File: config.mk
export PLATFORM = sky130hd
export DESIGN_NAME = lbr_bank_ram
export DESIGN_NICKNAME = d
export VERILOG_FILES = /design/src/sv/lbr_pkg.sv /design/src/sv/lbr_bank_ram.sv
export SDC_FILE = /design/constraint.sdc
export NUM_CORES = 1
export LEC_CHECK = 0
export ABC_AREA = 1
export ABC_CLOCK_PERIOD_IN_PS = 4600
export BUFFER_PORTS_ARGS = -buffer_cell sky130_fd_sc_hd__buf_2
export CORE_UTILIZATION = 46
export CTS_CLUSTER_DIAMETER = 80
export DETAILED_ROUTE_END_ITERATION = 10
export PLACE_DENSITY = 0.72
export SLEW_MARGIN = 0
export SYNTH_ARGS = -nofsm -noshare
export SYNTH_HDL_FRONTEND = slang
export SYNTH_SLANG_ARGS = --single-unit
File: constraint.sdc
create_clock -name clock -period 4.6 [get_ports clock]
set_clock_uncertainty 0.15 [all_clocks]
set_input_delay 0.92 -clock clock [delete_from_list [all_inputs] [get_ports clock]]
set_output_delay 0.92 -clock clock [all_outputs]
set_load 0.01 [all_outputs]
File: src/sv/lbr_pkg.sv
// shared types and constants of the letterbox bilinear resampler
`timescale 1ns / 1ps
package lbr_pkg;

   localparam int MAX_SRC_WIDTH_DEF  = 1024;
   localparam int MAX_SRC_HEIGHT_DEF = 1024;

   localparam int CFG_WIDTH   = 11;
   localparam int SCALE_WIDTH = 27;
   localparam int POS_WIDTH   = 10;
   localparam int CH_WIDTH    = 8;
   localparam int PIX_WIDTH   = 24;
   localparam int OUT_WIDTH   = 16;
   localparam int PROD_WIDTH  = 38;
   localparam int ADDR_WIDTH  = 5;

   localparam logic [OUT_WIDTH-1:0] PAD_Q8 = 16'd29184;

   localparam logic CMD_STORE  = 1'b0;
   localparam logic CMD_SAMPLE = 1'b1;

   localparam logic [2:0] REG_SRC_W = 3'd0;
   localparam logic [2:0] REG_SRC_H = 3'd1;
   localparam logic [2:0] REG_TGT_W = 3'd2;
   localparam logic [2:0] REG_TGT_H = 3'd3;
   localparam logic [2:0] REG_RSZ_W = 3'd4;
   localparam logic [2:0] REG_RSZ_H = 3'd5;
   localparam logic [2:0] REG_SCALE = 3'd6;

   typedef struct packed {
      logic       x0_odd;
      logic       x1_odd;
      logic       y0_odd;
      logic       y1_odd;
      logic [7:0] wx;
      logic [7:0] wy;
      logic       pad;
   } lbr_tap_type;

endpackage

File: src/sv/lbr_bank_ram.sv
// one bank of the frame store, registered read
`timescale 1ns / 1ps
module lbr_bank_ram #(
   parameter int DEPTH = 4,
   parameter int AW    = 2
) (
   input  logic                        clock,
   input  logic                        en,
   input  logic                        we,
   input  logic [AW-1:0]               waddr,
   input  logic [lbr_pkg::PIX_WIDTH-1:0] wdata,
   input  logic [AW-1:0]               raddr,
   output logic [lbr_pkg::PIX_WIDTH-1:0] rdata
);
   import lbr_pkg::*;

   logic [PIX_WIDTH-1:0] mem [DEPTH];
   logic [PIX_WIDTH-1:0] rdata_ff;

   always_ff @(posedge clock) begin
      if (en) begin
         if (we) begin
            mem[waddr] <= wdata;
         end
         rdata_ff <= mem[raddr];
      end
   end

   assign rdata = rdata_ff;

endmodule

==> impl_metrics.yaml <==
clock_tree:
  cts_setup_buffers: 0
  htreeDepth: 4
  clock_latency_ns: 0.51
  cts-buffers-inserted: 17
  cts_hold_buf: 0
  cts_tree: "yes"
  cts-resized-gates: 0
  clockBufferDepth: 2
  numClockSinks: 120
  clk_pin_slew_ns: 0.05
  clock-root-buffer: "clkbuf_8"
floorplan:
  die_y_um: 104
  rows: 36
  die_area_mm2: 0.0108
  pin_count: 55
  initial_utilization_pct: 48.2
  dieWidth_um: 104
  core_area_mm2: 0.00991
run_status:
  status: "finished, final reports clean"
route:
  drt_iter0_drc: 146
  drcViolationCount: 0
  dr_wl_met2_um: 4830
  antenna_left: 0
  wl_per_cell_um: 14.6
  wl_um: 9050
  viasPerCell: 4.71
  dr_wl_met3_um: 430
  top_layer_used: "met4"
  vias: 2913
  met1Wirelength_um: 3650
  dr.pass1.iters: 5
sta:
  max_freq_ghz: 0.444
  rsz0062_at_grt: "no"
  hold_violations: 0
  tightest_slew_ns: 0.971
  finalSetupTns_ns: 0
  setup_viol: 0
  holdWs_ns: 0.457
  report.final.slew_viol_count: 0
  max-slew-margin-rel_pct: 35.2
  period_needed_ns: 2.25
  min_period_over_period_pct: 49.0
synthesis:
  yosysTopAreaCellShare_pct: 75.4
  yosys_warnings: 0
  yosysTopAreaCell: "edfxtp_1"
  syn_nets: 439
  postSynthAreaPerCell_um2: 11.7
  ys_types: 9
  synth-seq-cells: 120
  syn-instance-count: 408
  synthesis.area_mm2: 0.00478
  seq_area_frac_synth_pct: 75.4
  synth.area.top_cells: "edfxtp_1, nand2_1, inv_1, nand3_1, buf_2"
worst_setup_path:
  worst_setup_path_start_kind: "input pin"
  crit_required_ns: 4.62
  worstSetupPathType: "in2reg"
  cp_max_fo: 25
  path_cells: "buf_2, nand2_1, nor3_2, buf_4"
  arrival_ns: 2.27
  worst-path-buf-inv: 2
  cpPeakStageDelay_ns: 0.50
  critPathTopFamily: "buffers and inverters"
  cp-end-kind: "register"
  slowest_stage: "buf_2"
global_routing:
  grt_pass1_vias: 2980
  grt_pass1_wl_um: 14600
  grt_max_degree: 50
  grt-ovfl-total: 0
  antenna_found_initial: 0
  grtUsageTotal_pct: 18.3
placed_design:
  place.gp.congestion: 0.686
  hpwl_um: 5150
  place.port_buffers: 54
  dpl_cell_area_mm2: 0.00520
cells_and_area:
  diodes: 0
  stdcell_area_mm2: 0.00576
  syn_to_final_growth_pct: 20.5
  finalNetCount: 504
  drive_gt1_share_pct: 18.8
  fillers: 782
min_path:
  hold_class: "reg2reg"
flow_run:
  maxCapViolations: 0
power:
  p_per_area_mw_per_mm2: 459
  ir_worst_vdd_mv: 0.240
  total_power_mw: 2.64
  power_leakage_nw: 2.58
-- path summary, 6_finish.rpt --
kind | startpoint | to | slack, ns | cells after the start
setup reg to reg | mem[1][20]$_DFFE_PP_ | rdata[20]$_DFFE_PP_ | 3.52 | 4
setup / recovery | en | mem[2][19]$_DFFE_PP_ | 2.35 | 4
hold reg to reg | mem[0][21]$_DFFE_PP_ | rdata[21]$_DFFE_PP_ | 0.46 | 4
hold / removal | mem[0][21]$_DFFE_PP_ | rdata[21]$_DFFE_PP_ | 0.46 | 4
-- sequential cells by signal, indices dropped and copies added, names as in the netlist --
register,flops
mem,96
rdata,24
-- report_power, final --
part           total, mW  internal, mW  switching (mW)
logic              0.132        0.0430          0.0892
clock network       1.25         0.806           0.440
registers           1.26          1.25          0.0108
-- final cells by class --
cell class / instances / area [um2] / share of cell area [%]
tap: 133 / 166 / 2.89
multi-input combinational: 173 / 734 / 12.8
sequential: 120 / 3600 / 62.6
timing repair buffer: 61 / 323 / 5.61
inverter: 100 / 375 / 6.52
clock buffer: 18 / 418 / 7.26
clock inverter: 13 / 136 / 2.37
-- placed cells by master (no fill, tap or decap) --
master and instances:
buf_2 54, buf_4 7, bufinv_16 3, clkbuf_1 1, clkbuf_16 16, clkbuf_8 1
clkinv_1 5, clkinv_2 4, clkinvlp_4 1, edfxtp_1 120, inv_1 99, inv_2 1
nand2_1 121, nand3_1 48, nor3_2 4
-- cells by family after synthesis --
group,after synthesis,synth area share [%]
AND/OR/NAND/NOR,173,15.0
buffers and inverters,115,9.64
flip-flops,120,75.4
-- worst reg2reg max path: cells and delay by family, from the launching register on --
family	cells	cell delay (ns)
buffers and inverters	1	0.06
and+or+nand+nor	3	0.24
DFF	1	0.37
-- through the flow --
step | worst slack [ns] | util (%) | std cells
after detailed placement | 1.82 | 52.5 | 587
final | 2.35 | 58.1 | 618
after global placement | 1.90 | 52.5 | 587
after floorplan | 1.34 | - | 408
after CTS | 2.34 | 58.1 | 618
after global routing | 2.25 | 58.1 | 618
-- cell usage after synthesis, drive strengths merged --
master / count
buf: 13
clkbuf: 2
edfxtp: 120
inv: 100
nand2: 121
nand3: 48
nor3: 4
-- routing by layer --
| layer | track usage (%) | vias up |
|---|---|---|
| met5 | 0 | - |
| met4 | 8.67 | 0 |
| li1 | - | 1431 |
| met2 | 31.4 | 79 |
| met1 | 20.2 | 1389 |
| met3 | 6.45 | 14 |
(Power assumes the default switching activity.)
