[config.mk]
export PLATFORM = sky130hd
export DESIGN_NAME = lbr_blend
export DESIGN_NICKNAME = d
export VERILOG_FILES = /design/src/sv/lbr_pkg.sv /design/src/sv/lbr_blend.sv
export SDC_FILE = /design/constraint.sdc
export NUM_CORES = 2
export LEC_CHECK = 0
export BUFFER_PORTS_ARGS = -buffer_cell sky130_fd_sc_hd__buf_2
export CAP_MARGIN = 15
export CORE_MARGIN = 2
export CORE_UTILIZATION = 55
export CTS_CLUSTER_DIAMETER = 40
export DETAILED_ROUTE_END_ITERATION = 8
export PLACE_DENSITY = 0.72
export RECOVER_POWER = 25
export SKIP_LAST_GASP = 1
export SYNTH_ARGS = -nofsm -noshare
export SYNTH_HDL_FRONTEND = slang
export SYNTH_SLANG_ARGS = --single-unit
[constraint.sdc]
create_clock -name clock -period 10.89 [get_ports clock]
set_input_delay 2.178 -clock clock [delete_from_list [all_inputs] [get_ports clock]]
set_output_delay 2.178 -clock clock [all_outputs]
set_load 0.005 [all_outputs]
[src/sv/lbr_pkg.sv]
// shared types and constants of the letterbox bilinear resampler
`timescale 1ns / 1ps
package lbr_pkg;

   localparam int MAX_SRC_WIDTH_DEF  = 1024;
   localparam int MAX_SRC_HEIGHT_DEF = 1024;

   localparam int CFG_WIDTH   = 11;
   localparam int SCALE_WIDTH = 27;
   localparam int POS_WIDTH   = 10;
   localparam int CH_WIDTH    = 8;
   localparam int PIX_WIDTH   = 24;
   localparam int OUT_WIDTH   = 16;
   localparam int PROD_WIDTH  = 38;
   localparam int ADDR_WIDTH  = 5;

   localparam logic [OUT_WIDTH-1:0] PAD_Q8 = 16'd29184;

   localparam logic CMD_STORE  = 1'b0;
   localparam logic CMD_SAMPLE = 1'b1;

   localparam logic [2:0] REG_SRC_W = 3'd0;
   localparam logic [2:0] REG_SRC_H = 3'd1;
   localparam logic [2:0] REG_TGT_W = 3'd2;
   localparam logic [2:0] REG_TGT_H = 3'd3;
   localparam logic [2:0] REG_RSZ_W = 3'd4;
   localparam logic [2:0] REG_RSZ_H = 3'd5;
   localparam logic [2:0] REG_SCALE = 3'd6;

   typedef struct packed {
      logic       x0_odd;
      logic       x1_odd;
      logic       y0_odd;
      logic       y1_odd;
      logic [7:0] wx;
      logic [7:0] wy;
      logic       pad;
   } lbr_tap_type;

endpackage

[src/sv/lbr_blend.sv]
// bilinear blend of four neighbours, horizontal stage registered
`timescale 1ns / 1ps
module lbr_blend (
   input  logic                                 clock,
   input  logic                                 en,
   input  logic [3:0][lbr_pkg::PIX_WIDTH-1:0]   bank_data,
   input  lbr_pkg::lbr_tap_type                 tap,
   output logic [2:0][lbr_pkg::OUT_WIDTH-1:0]   chan
);
   import lbr_pkg::*;

   logic [PIX_WIDTH-1:0]      p00, p10, p01, p11;
   logic [8:0]                wxi, wyi;
   logic [2:0][15:0]          hi_in, lo_in, hi_ff, lo_ff;
   logic [7:0]                wy_ff;
   logic                      pad_ff;
   logic [2:0][23:0]          v;

   assign p00 = bank_data[{tap.y0_odd, tap.x0_odd}];
   assign p10 = bank_data[{tap.y0_odd, tap.x1_odd}];
   assign p01 = bank_data[{tap.y1_odd, tap.x0_odd}];
   assign p11 = bank_data[{tap.y1_odd, tap.x1_odd}];
   assign wxi = 9'd256 - 9'(tap.wx);

   always_comb begin
      for (int c = 0; c < 3; c++) begin
         hi_in[c] = 16'(17'(p00[c*8 +: 8]) * 17'(wxi) + 17'(p10[c*8 +: 8]) * 17'(tap.wx));
         lo_in[c] = 16'(17'(p01[c*8 +: 8]) * 17'(wxi) + 17'(p11[c*8 +: 8]) * 17'(tap.wx));
      end
   end

   always_ff @(posedge clock) begin
      if (en) begin
         hi_ff  <= hi_in;
         lo_ff  <= lo_in;
         wy_ff  <= tap.wy;
         pad_ff <= tap.pad;
      end
   end

   assign wyi = 9'd256 - 9'(wy_ff);

   always_comb begin
      for (int c = 0; c < 3; c++) begin
         v[c] = 24'(25'(hi_ff[c]) * 25'(wyi) + 25'(lo_ff[c]) * 25'(wy_ff));
         if (pad_ff) begin
            chan[c] = PAD_Q8;
         end else begin
            chan[c] = 16'((25'(v[c]) + 25'd128) >> 8);
         end
      end
   end

endmodule

==> results.md <==
- Largest family of logic cells by synthesized area: adder cells
- Die width: 332 um
- Setup TNS: 0 ps
- Post-synth top area share: 43.0%
- Worst path top cell family by delay: adder cells
- Mux cell area share after synthesis: 2.83%
- WL/cell: 17.8 um
- Hold buffer count at CTS: 0
- CTS buffer count: 9
- Most area-consuming cells after synthesis: fa_1 (43%), ha_1 (14%), inv_1 (11%), and2_1 (10%), edfxtp_1 (5.3%)
- Fmax: 97.9 MHz
- Mapped cell area: 0.0590 mm2
- Synth unique cells: 63
- Max-slew violation count: 108
- Crit path time final: 10,210 ps
- Largest net degree at the start of global routing: 73
- Starting DRT DRC Count: 2,458
- Violated checks: max-capacitance violations, max-slew violations
- CTS-repair resized insts: 0
- Top fanout value on the critical path: 27
- Clock transition at path regs: 90 ps
- Post-synthesis simple-gate area fraction: 17.0%
- Most frequent cell on the critical path: fa_1
- RSZ-0062 raised after global routing: no
- Crit path kind: flip-flop to output port
- Post-CTS setup repair buffer count: 0
- Port buffer count: 166
- RePlAce Congestion: 0.907
- Layout cells sized above 1: 5.20%
- Die ar.: 0.110 mm2
- Synth cell count leaders: inv_1 (1,792), fa_1 (1,266), and2_1 (971)
- CP endpoint kind: output port
- Max-cap violations: 2
- Core box area: 0.107 mm2
- Synth Area in XOR/XNOR: 2.33%
- Starting density of the core: 55.3%
- Buffers and inverters on the worst path: 7
- Die height: 332 um
- IO Pins: 167
- Final hold vios: 0
- FP Rows: 120
- Final setup viols: 0
- Critical Path AT: 8040 ps
- Hold Path Class: input port to flip-flop
- Syn_nets: 8,536
- Slowest stage delay, CP: 810 ps
- Vias: 42,313
- Antenna diodes: 0
- Via density per instance: 5.33
- DRC viols: 0
- Bufs on Longest Clock Path: 2
- Final wirelength: 142 mm
- Root Buffer Master: clkbuf_16
- Sink Count: 105
- Max_slew headroom: -160%
- GRT Total Usage: 27.0%
- Number of fill cells in the layout: 9,385
- Vias in the first global route: 45,259
- Ys Warns: 0
- Crit-path slowest cell: xor2_2
- Total gr overflow: 0
- Synth Register Bits: 105
- Global-route wire length before repair: 238 mm
- Final core utilization: 57.8%
- Register area share after synthesis: 5.34%
- Hold WS: 1960 ps
- H-Tree Depth: 3
- HPWL Detailed: 117 mm
- Post-synthesis async set-or-reset flop share: 0%
- Post-synthesis compound-gate area fraction: 3.18%
- Synth Flop Type: edfxtp_1
- Post-DRT Antenna Nets: 0
- Top-count cell post-synth: inv_1
- Syn Area/Cell: 9.06 um2
- Seq. cell area: 0.00315 mm2
- Antenna violations before repair: 1
- Mapped Cells: 6,513
- Drt pass-1 iters: 6
- TritonCTS clock tree: built
- Tcrit/Tclk final: 93.8%
- Area growth, synth to finish: 4.54%
- Adder-Cell Fraction of Synth Area: 56.5%
- Slew of the pin with the lowest slew margin: 3900 ps
- Area leader, netlist: fa_1
- Req. time, crit path: 8710 ps
- Worst setup SP type: flip-flop
- Outcome: finished with violations
- Final-stage net count: 8,557
- Multi-input logic area: 0.0484 mm2
- EDFF count, synth: 105
## routing by layer
metal  wire length [um]  vias to the layer above  track usage [%]
met2              65700                     1451             44.5
met1              62600                    21575             38.3
li1                   -                    19111                -
met4               3820                        2             6.97
met5                 13                        -                0
met3               9420                      174             2.92
## cells in the final DEF (no fill, tap or decap), types with 26 or more instances in the layout
master       n
buf_4       56
nand3_1     26
inv_1     1792
buf_2      157
xnor2_1    101
a21oi_1    110
mux2i_1     35
and2_1     971
mux4_2      44
nor2_1     127
nand2_1    684
o21ai_0     46
ha_1       638
xor2_1      44
nor3_1      38
mux2_2      29
fa_1      1266
a21o_1      32
edfxtp_1   105
## state kept, by name (all words and copies together), names as in the netlist
register  flops
pad_ff        1
wy_ff         8
hi_ff        48
lo_ff        48
## kinds of logic after synthesis
| group | after synthesis |
|---|---|
| AOI/OAI and AO/OA | 294 |
| xor gates and xnor gates | 157 |
| adders and majority gates | 1904 |
| buffers and inverters | 2008 |
| DFF | 105 |
| muxes | 108 |
| and+or+nand+nor | 1937 |
## layout make-up
cell class | instances | share of cell area, %
inverter | 1792 | 10.9
clock inverter | 7 | 0.160
timing repair buffer | 226 | 2.11
clock buffer | 9 | 0.365
multi-input combinational | 4400 | 78.5
sequential | 105 | 5.11
tap | 1403 | 2.85
## per-stage QoR
stage | instances | worst slack [ps] | area (um2)
finish | 7942 | 677 | 61700
global route | 7942 | 231 | 61700
CTS | 7942 | 693 | 61700
detailed placement | 7926 | 1130 | 61400
global placement | 7926 | 1300 | 61400
floorplan | 6513 | 2000 | 59000
## worst paths after layout
kind                     start       end  slack, ps  cells after the start
worst max-delay path  wy_ff[0]  chan[47]        680                     25
worst min-delay path    tap[0]    pad_ff       1960                      1
Power is left out: the tool's default activity adds up to more than one toggle a clock period on the data nets, which glitch-free logic cannot reach.
