`src/sv/lbr_pkg.sv`:
```
// shared types and constants of the letterbox bilinear resampler
`timescale 1ns / 1ps
package lbr_pkg;

   localparam int MAX_SRC_WIDTH_DEF  = 1024;
   localparam int MAX_SRC_HEIGHT_DEF = 1024;

   localparam int CFG_WIDTH   = 11;
   localparam int SCALE_WIDTH = 27;
   localparam int POS_WIDTH   = 10;
   localparam int CH_WIDTH    = 8;
   localparam int PIX_WIDTH   = 24;
   localparam int OUT_WIDTH   = 16;
   localparam int PROD_WIDTH  = 38;
   localparam int ADDR_WIDTH  = 5;

   localparam logic [OUT_WIDTH-1:0] PAD_Q8 = 16'd29184;

   localparam logic CMD_STORE  = 1'b0;
   localparam logic CMD_SAMPLE = 1'b1;

   localparam logic [2:0] REG_SRC_W = 3'd0;
   localparam logic [2:0] REG_SRC_H = 3'd1;
   localparam logic [2:0] REG_TGT_W = 3'd2;
   localparam logic [2:0] REG_TGT_H = 3'd3;
   localparam logic [2:0] REG_RSZ_W = 3'd4;
   localparam logic [2:0] REG_RSZ_H = 3'd5;
   localparam logic [2:0] REG_SCALE = 3'd6;

   typedef struct packed {
      logic       x0_odd;
      logic       x1_odd;
      logic       y0_odd;
      logic       y1_odd;
      logic [7:0] wx;
      logic [7:0] wy;
      logic       pad;
   } lbr_tap_type;

endpackage

```
`src/sv/lbr_axis_map.sv`:
```
// maps a destination coordinate to two source cells and a weight
`timescale 1ns / 1ps
module lbr_axis_map #(
   parameter int MAX_SIZE = 1024,
   parameter int CW       = 10
) (
   input  logic                          clock,
   input  logic                          en,
   input  logic [lbr_pkg::POS_WIDTH-1:0]   d,
   input  logic [lbr_pkg::SCALE_WIDTH-1:0] scale,
   input  logic [lbr_pkg::CFG_WIDTH-1:0]   size_cfg,
   output logic [CW-1:0]                 p0,
   output logic [CW-1:0]                 p1,
   output logic [7:0]                    w
);
   import lbr_pkg::*;

   localparam int NW = CW + 1;
   localparam int SW = CW + 16;

   logic [PROD_WIDTH-1:0] prod_in, prod_ff;
   logic [SW-1:0]         src_in, src_ff;
   logic [NW-1:0]         n;
   logic [CW-1:0]         nm1;
   logic [PROD_WIDTH-2:0] half, sub;
   logic [SW-1:0]         top;

   assign prod_in = PROD_WIDTH'({d, 1'b1}) * PROD_WIDTH'(scale);

   always_comb begin
      if (size_cfg == '0) begin
         n = NW'(1);
      end else if (32'(size_cfg) > MAX_SIZE) begin
         n = NW'(MAX_SIZE);
      end else begin
         n = NW'(size_cfg);
      end
   end

   assign nm1  = CW'(n - NW'(1));
   assign top  = {nm1, 16'd0};
   assign half = prod_ff[PROD_WIDTH-1:1];
   assign sub  = half - (PROD_WIDTH-1)'(32768);

   always_comb begin
      if (half < (PROD_WIDTH-1)'(32768)) begin
         src_in = '0;
      end else if (sub > (PROD_WIDTH-1)'(top)) begin
         src_in = top;
      end else begin
         src_in = sub[SW-1:0];
      end
   end

   always_ff @(posedge clock) begin
      if (en) begin
         prod_ff <= prod_in;
         src_ff  <= src_in;
      end
   end

   assign p0 = src_ff[SW-1:16];
   assign p1 = (p0 == nm1) ? p0 : p0 + CW'(1);
   assign w  = src_ff[15:8];

endmodule

```
`config.mk`:
```
export PLATFORM = sky130hd
export DESIGN_NAME = lbr_axis_map
export DESIGN_NICKNAME = d
export VERILOG_FILES = /design/src/sv/lbr_pkg.sv /design/src/sv/lbr_axis_map.sv
export SDC_FILE = /design/constraint.sdc
export NUM_CORES = 1
export LEC_CHECK = 0
export BUFFER_PORTS_ARGS = -buffer_cell sky130_fd_sc_hd__buf_4
export CORE_UTILIZATION = 55
export DETAILED_ROUTE_END_ITERATION = 16
export PLACE_DENSITY = 0.73
export SLEW_MARGIN = 25
export SYNTH_ARGS = -nofsm -noshare
export SYNTH_HDL_FRONTEND = slang
export SYNTH_SLANG_ARGS = --single-unit
```
`constraint.sdc`:
```
create_clock -name clock -period 19.95 [get_ports clock]
set_clock_uncertainty 0.15 [all_clocks]
set_input_delay 2.9925 -clock clock [delete_from_list [all_inputs] [get_ports clock]]
set_output_delay 2.9925 -clock clock [all_outputs]
set_load 0.01 [all_outputs]
```
==> results of run 1 <==
## per-layer routing
metal / vias to the layer above / routed length [um]
met2: 267 / 12500
met4: 0 / 286
met5: - / 0
li1: 4176 / -
met1: 4519 / 12100
met3: 26 / 1610
## Yosys cell counts (6+ instances only)
cell type,n
a211oi_1,16
a21o_1,17
a21oi_1,33
and2_1,113
and3_1,15
clkbuf_1,54
edfxtp_1,55
fa_1,224
ha_1,89
inv_1,265
nand2_1,197
nand3_1,7
nand4_1,14
nor2_1,34
nor3_1,22
nor4_1,7
o21a_1,7
o21ai_0,24
o21ai_1,6
xnor2_1,34
xor2_1,21
## kinds of logic (layout without fill, tap and decap cells)
family | Yosys count | count (layout) | share of synthesized area
flops | 55 | 55 | 0.137
simple gates | 436 | 436 | 0.179
compound gates | 140 | 140 | 0.0780
buf+inv | 326 | 351 | 0.101
mux | 1 | 1 | 0.00124
fa+ha+maj | 313 | 313 | 0.463
xor+xnor | 55 | 55 | 0.0399
## per-stage QoR
stage	hold WS (ns)	utilization	instances
6_report	0.433	0.608	1626
5_1_grt	0.468	0.608	1626
4_1_cts	0.437	0.608	1626
3_5_place_dp	0.426	0.600	1618
3_3_place_gp	0.413	0.600	1618
2_1_floorplan	0.387	-	1326
## registers in the layout (all words and copies together) (netlist names)
register,cells
src_ff,18
prod_ff,37
## final cells by class
cell class,instances,area [um2],share of cell area
Multi-Input combinational cell,945,9200,0.711
Sequential cell,55,1650,0.128
Inverter,266,998,0.0771
Timing Repair Buffer,77,578,0.0446
Tap cell,275,344,0.0266
Clock buffer,5,125,0.00966
Clock inverter,3,46.3,0.00358
## critical path, cell delays in order
cell and delay (ns):
buf_4 0.12, nor3_1 0.07, and3_1 0.22, o21ai_1 0.33, ha_1 0.38, inv_2 0.06, o311a_1 0.28, a221o_1 0.31
xnor2_1 0.15, nand3_1 0.12, a2111oi_4 0.39, nand4_4 0.22, mux2_4 0.34, buf_4 0.14
## worst paths after layout
kind,from,cells after the start,slack [ns],to
setup / recovery,size_cfg[3],14,10.69,p1[1]
hold / removal,prod_ff[9],1,0.43,src_ff[8]
setup reg to reg,prod_ff[20],12,16.35,src_ff[22]
hold reg to reg,prod_ff[9],1,0.43,src_ff[8]
## power breakdown
group	switching [mW]	internal, mW
sequential	0.0234	0.265
clock	0.0418	0.0597
combinational	1.00	0.765
==> qor.txt, run 1 <==
Outcome: complete, no violations
DRC viols: 0
Die area: 22600 um2
CTS tree: done
Post-CTS setup buffers: 0
CTS Buf Count: 5
Clk pin slew, worst setup/hold paths: 0.08 ns
Synth area leaders: fa_1 37%, edfxtp_1 14%, ha_1 9.2%
Via density: 5.53
Filler instances: 1836
Crit Path Class: in -> out
Post-cts sizing count: 0
Grt met1 use: 0.355
Most common cell after layout, fill and taps aside: inv_1
Max Cap Viol: 0
Least-Margin Pin Slew: 0.839 ns
Minimum clock period after layout: 9.26 ns
Cell area after layout: 12900 um2
Die H: 150 um
Vias: 8988
Most Crowded Layer GR: met2
Met2 Use GR: 0.420
Worst skew pair latency: 0.31 ns
Starting Density: 0.568
CP endpoint kind: output pin
Post-Syn Area: 12100 um2
Pins Over Slew Limit: 0
Root buffer cell: clkbuf_16
Sink Count: 55
Hold-fix buffers, CTS: 0
Part of the Yosys area used for sequential elements: 0.137
Drt total wl: 26400 um
Row count: 53
WP data arrival: 6.12 ns
Final hold violations: 0
Per-cell routed wire length: 16.2 um
Final worst slack: 10.69 ns
Vias in the first global route: 9211
Met3 Usage GRT: 0.0276
Largest net degree at the start of global routing: 56
Remaining Overflow, GRT: 0
Post-synth EDFFs: 55
Worst min path class: reg -> reg
Die X-Extent: 150 um
Syn_area_per_cell: 9.11 um2
Ys async rst share: 0
Largest area contributor in the synthesized netlist: fa_1
Share of layout cells above drive strength 1: 0.0718
Worst path required time: 16.81 ns
Gpl congestion: 0.865
Mapped Cells: 1326
Slew headroom: 0.440
# diodes: 0
First-pass GRT wire length: 44700 um
DP HPWL: 21000 um
Area of the core region: 21300 um2
Crit start category: primary input
Fin nets: 1713
Clock buffer depth: 2
Most frequent cells in the layout: 265 x inv_1, 224 x fa_1, 197 x nand2_1
Maximum clock rate: 108 MHz
H-tree levels: 2
Initial antenna violation count: 0
Leak Pwr: 6.44 nW
P per Cell Area: 167 nW/um2
Final worst path period share: 0.464
Syn Nets: 1689
Drt first pass iters: 5
Peak VDD IR: 0.115 mV
Syn. warnings: 0
Antenna-violating nets left: 0
Dpl cell area: 12800 um2
Tot Pwr: 2.16 mW
Setup-failing EPs final: 0
Ys flop type: edfxtp_1
RSZ-0062 raised after global routing: no
Synth cell types: 63
CP max FO: 10
Register bit total from synthesis: 55
Dpl ws: 10.68 ns
Buffers on Ports: 77
TNS Setup: 0 ns
Gr usage total: 0.252
Synth top area share: 0.371
Synthesis-to-layout area growth: 7.17%
# IOs: 78
Initial DRC count: 460
(Power assumes the default switching activity.)
==> inputs of run 2 (changes only) <==
PLACE_DENSITY = 0.76   (was 0.73)
clock period = 7.8 ns   (was 19.95 ns; I/O delays follow)
==> run 2 against run 1 <==
Against the previous run:
- global-route usage about the same
- critical path depth is 6 higher
- clock power rose by 120%
==> qor.txt, run 2 (synthesized netlist as in run 1, its figures left out) <==
Clock buffer depth: 2
# diodes: 0
Vias: 8919
Crit start category: primary input
Biggest regs: prod_ff (37), src_ff (18)
Peak VDD IR: 0.293 mV
Crit path cell chain: buf_4, nand2_1, fa_1, inv_1, fa_1, fa_1, fa_1, inv_1, fa_1, inv_1, ha_1, a21oi_1, o221ai_1, nor4_1, a211oi_1, a21oi_1, a21oi_1, a311o_1, a21oi_1, xnor2_1
Maximum clock rate: 145 MHz
# placed instances: 1618
P per Cell Area: 424 nW/um2
Largest net degree at the start of global routing: 56
CP max stage cell: fa_1
Share of layout cells above drive strength 1: 0.0718
Worst path bufs/invs: 4
Die area: 22600 um2
Row count: 53
Die X-Extent: 150 um
Leak Pwr: 6.44 nW
Vias in the first global route: 9238
Gr usage total: 0.252
Minimum clock period after layout: 6.88 ns
Final hold violations: 0
Worst skew pair latency: 0.30 ns
R2R setup slack: 4.33 ns
Final worst path period share: 0.882
CTS Buf Count: 5
Via density: 5.49
Slew headroom: 0.490
Pins Over Slew Limit: 0
Root buffer cell: clkbuf_16
Max Cap Viol: 0
Tot Pwr: 5.48 mW
First-pass GRT wire length: 44600 um
RSZ-0062 raised after global routing: no
# IOs: 78
WP data arrival: 6.79 ns
Cell area after layout: 12900 um2
Gpl congestion: 0.907
Least-Margin Pin Slew: 0.765 ns
Initial DRC count: 577
Fin Hold WS: 0.443 ns
DP HPWL: 21500 um
Most frequent cells in the layout: 265 x inv_1, 224 x fa_1, 197 x nand2_1
Drt total wl: 26500 um
Area of the core region: 21300 um2
Setup-failing EPs final: 0
Remaining Overflow, GRT: 0
Post-route insts no fill: 1626
Dpl cell area: 12800 um2
CP peak stage delay: 0.57 ns
Antenna-violating nets left: 0
Sink Count: 55
Synthesis-to-layout area growth: 6.97%
Post-CTS setup buffers: 0
Drt first pass iters: 5
Crit path max-delay family: adder cells
Per-cell routed wire length: 16.3 um
Max reg flops: 37
CP endpoint kind: flop
CP max FO: 27
Initial antenna violation count: 0
Worst min path class: reg -> reg
Outcome: complete, no violations
CTS tree: done
Post-cts sizing count: 0
Buffers on Ports: 77
Clk pin slew, worst setup/hold paths: 0.07 ns
Die H: 150 um
TNS Setup: 0 ns
Most common cell after layout, fill and taps aside: inv_1
DRC viols: 0
Worst path required time: 7.70 ns
Hold-fix buffers, CTS: 0
Largest reg by FF count: prod_ff
Crit Path Class: in -> reg
CP dominant cell by count: fa_1
Starting Density: 0.568
Fin nets: 1713
H-tree levels: 2
## run 2: cell count changes in the layout (fill, tap and decap cells not counted), sizes merged
cell	change
bufinv	-1
clkinv	+2
clkinvlp	-1
## run 2: cell type report
| cell class | count | area (um2) |
|---|---|---|
| multi-input combinational | 945 | 9200 |
| fill | 1798 | 8360 |
| sequential | 55 | 1650 |
| inverter | 266 | 998 |
| timing repair buffer | 77 | 578 |
| tap | 275 | 344 |
| clock buffer | 5 | 125 |
| clock inverter | 3 | 22.5 |
## run 2: power by group
| part | switching, mW | total [mW] | internal, mW |
|---|---|---|---|
| combinational | 2.56 | 4.52 | 1.96 |
| clock | 0.103 | 0.224 | 0.120 |
| sequential | 0.0595 | 0.737 | 0.678 |
| total | 2.72 | 5.48 | 2.76 |
## run 2: worst paths after layout
kind,start,to,cells after the start
worst max-delay path,d[1],prod_ff[36],20
worst min-delay path,prod_ff[9],src_ff[8],1
worst max register to register,prod_ff[20],src_ff[24],12
worst min register to register,prod_ff[9],src_ff[8],1
## run 2: stage by stage
step	util	setup slack (ns)
after detailed placement	0.600	0.603
after floorplan	-	0.861
after CTS	0.607	0.914
after global placement	0.600	0.740
final	0.607	0.917
after global routing	0.607	0.516
## run 2: layer usage
| layer | GRT usage | part of all wire |
|---|---|---|
| met5 | 0 | 0 |
| met2 | 0.421 | 0.48 |
| met4 | 0.0657 | 0.018 |
| met1 | 0.354 | 0.45 |
| met3 | 0.0224 | 0.055 |
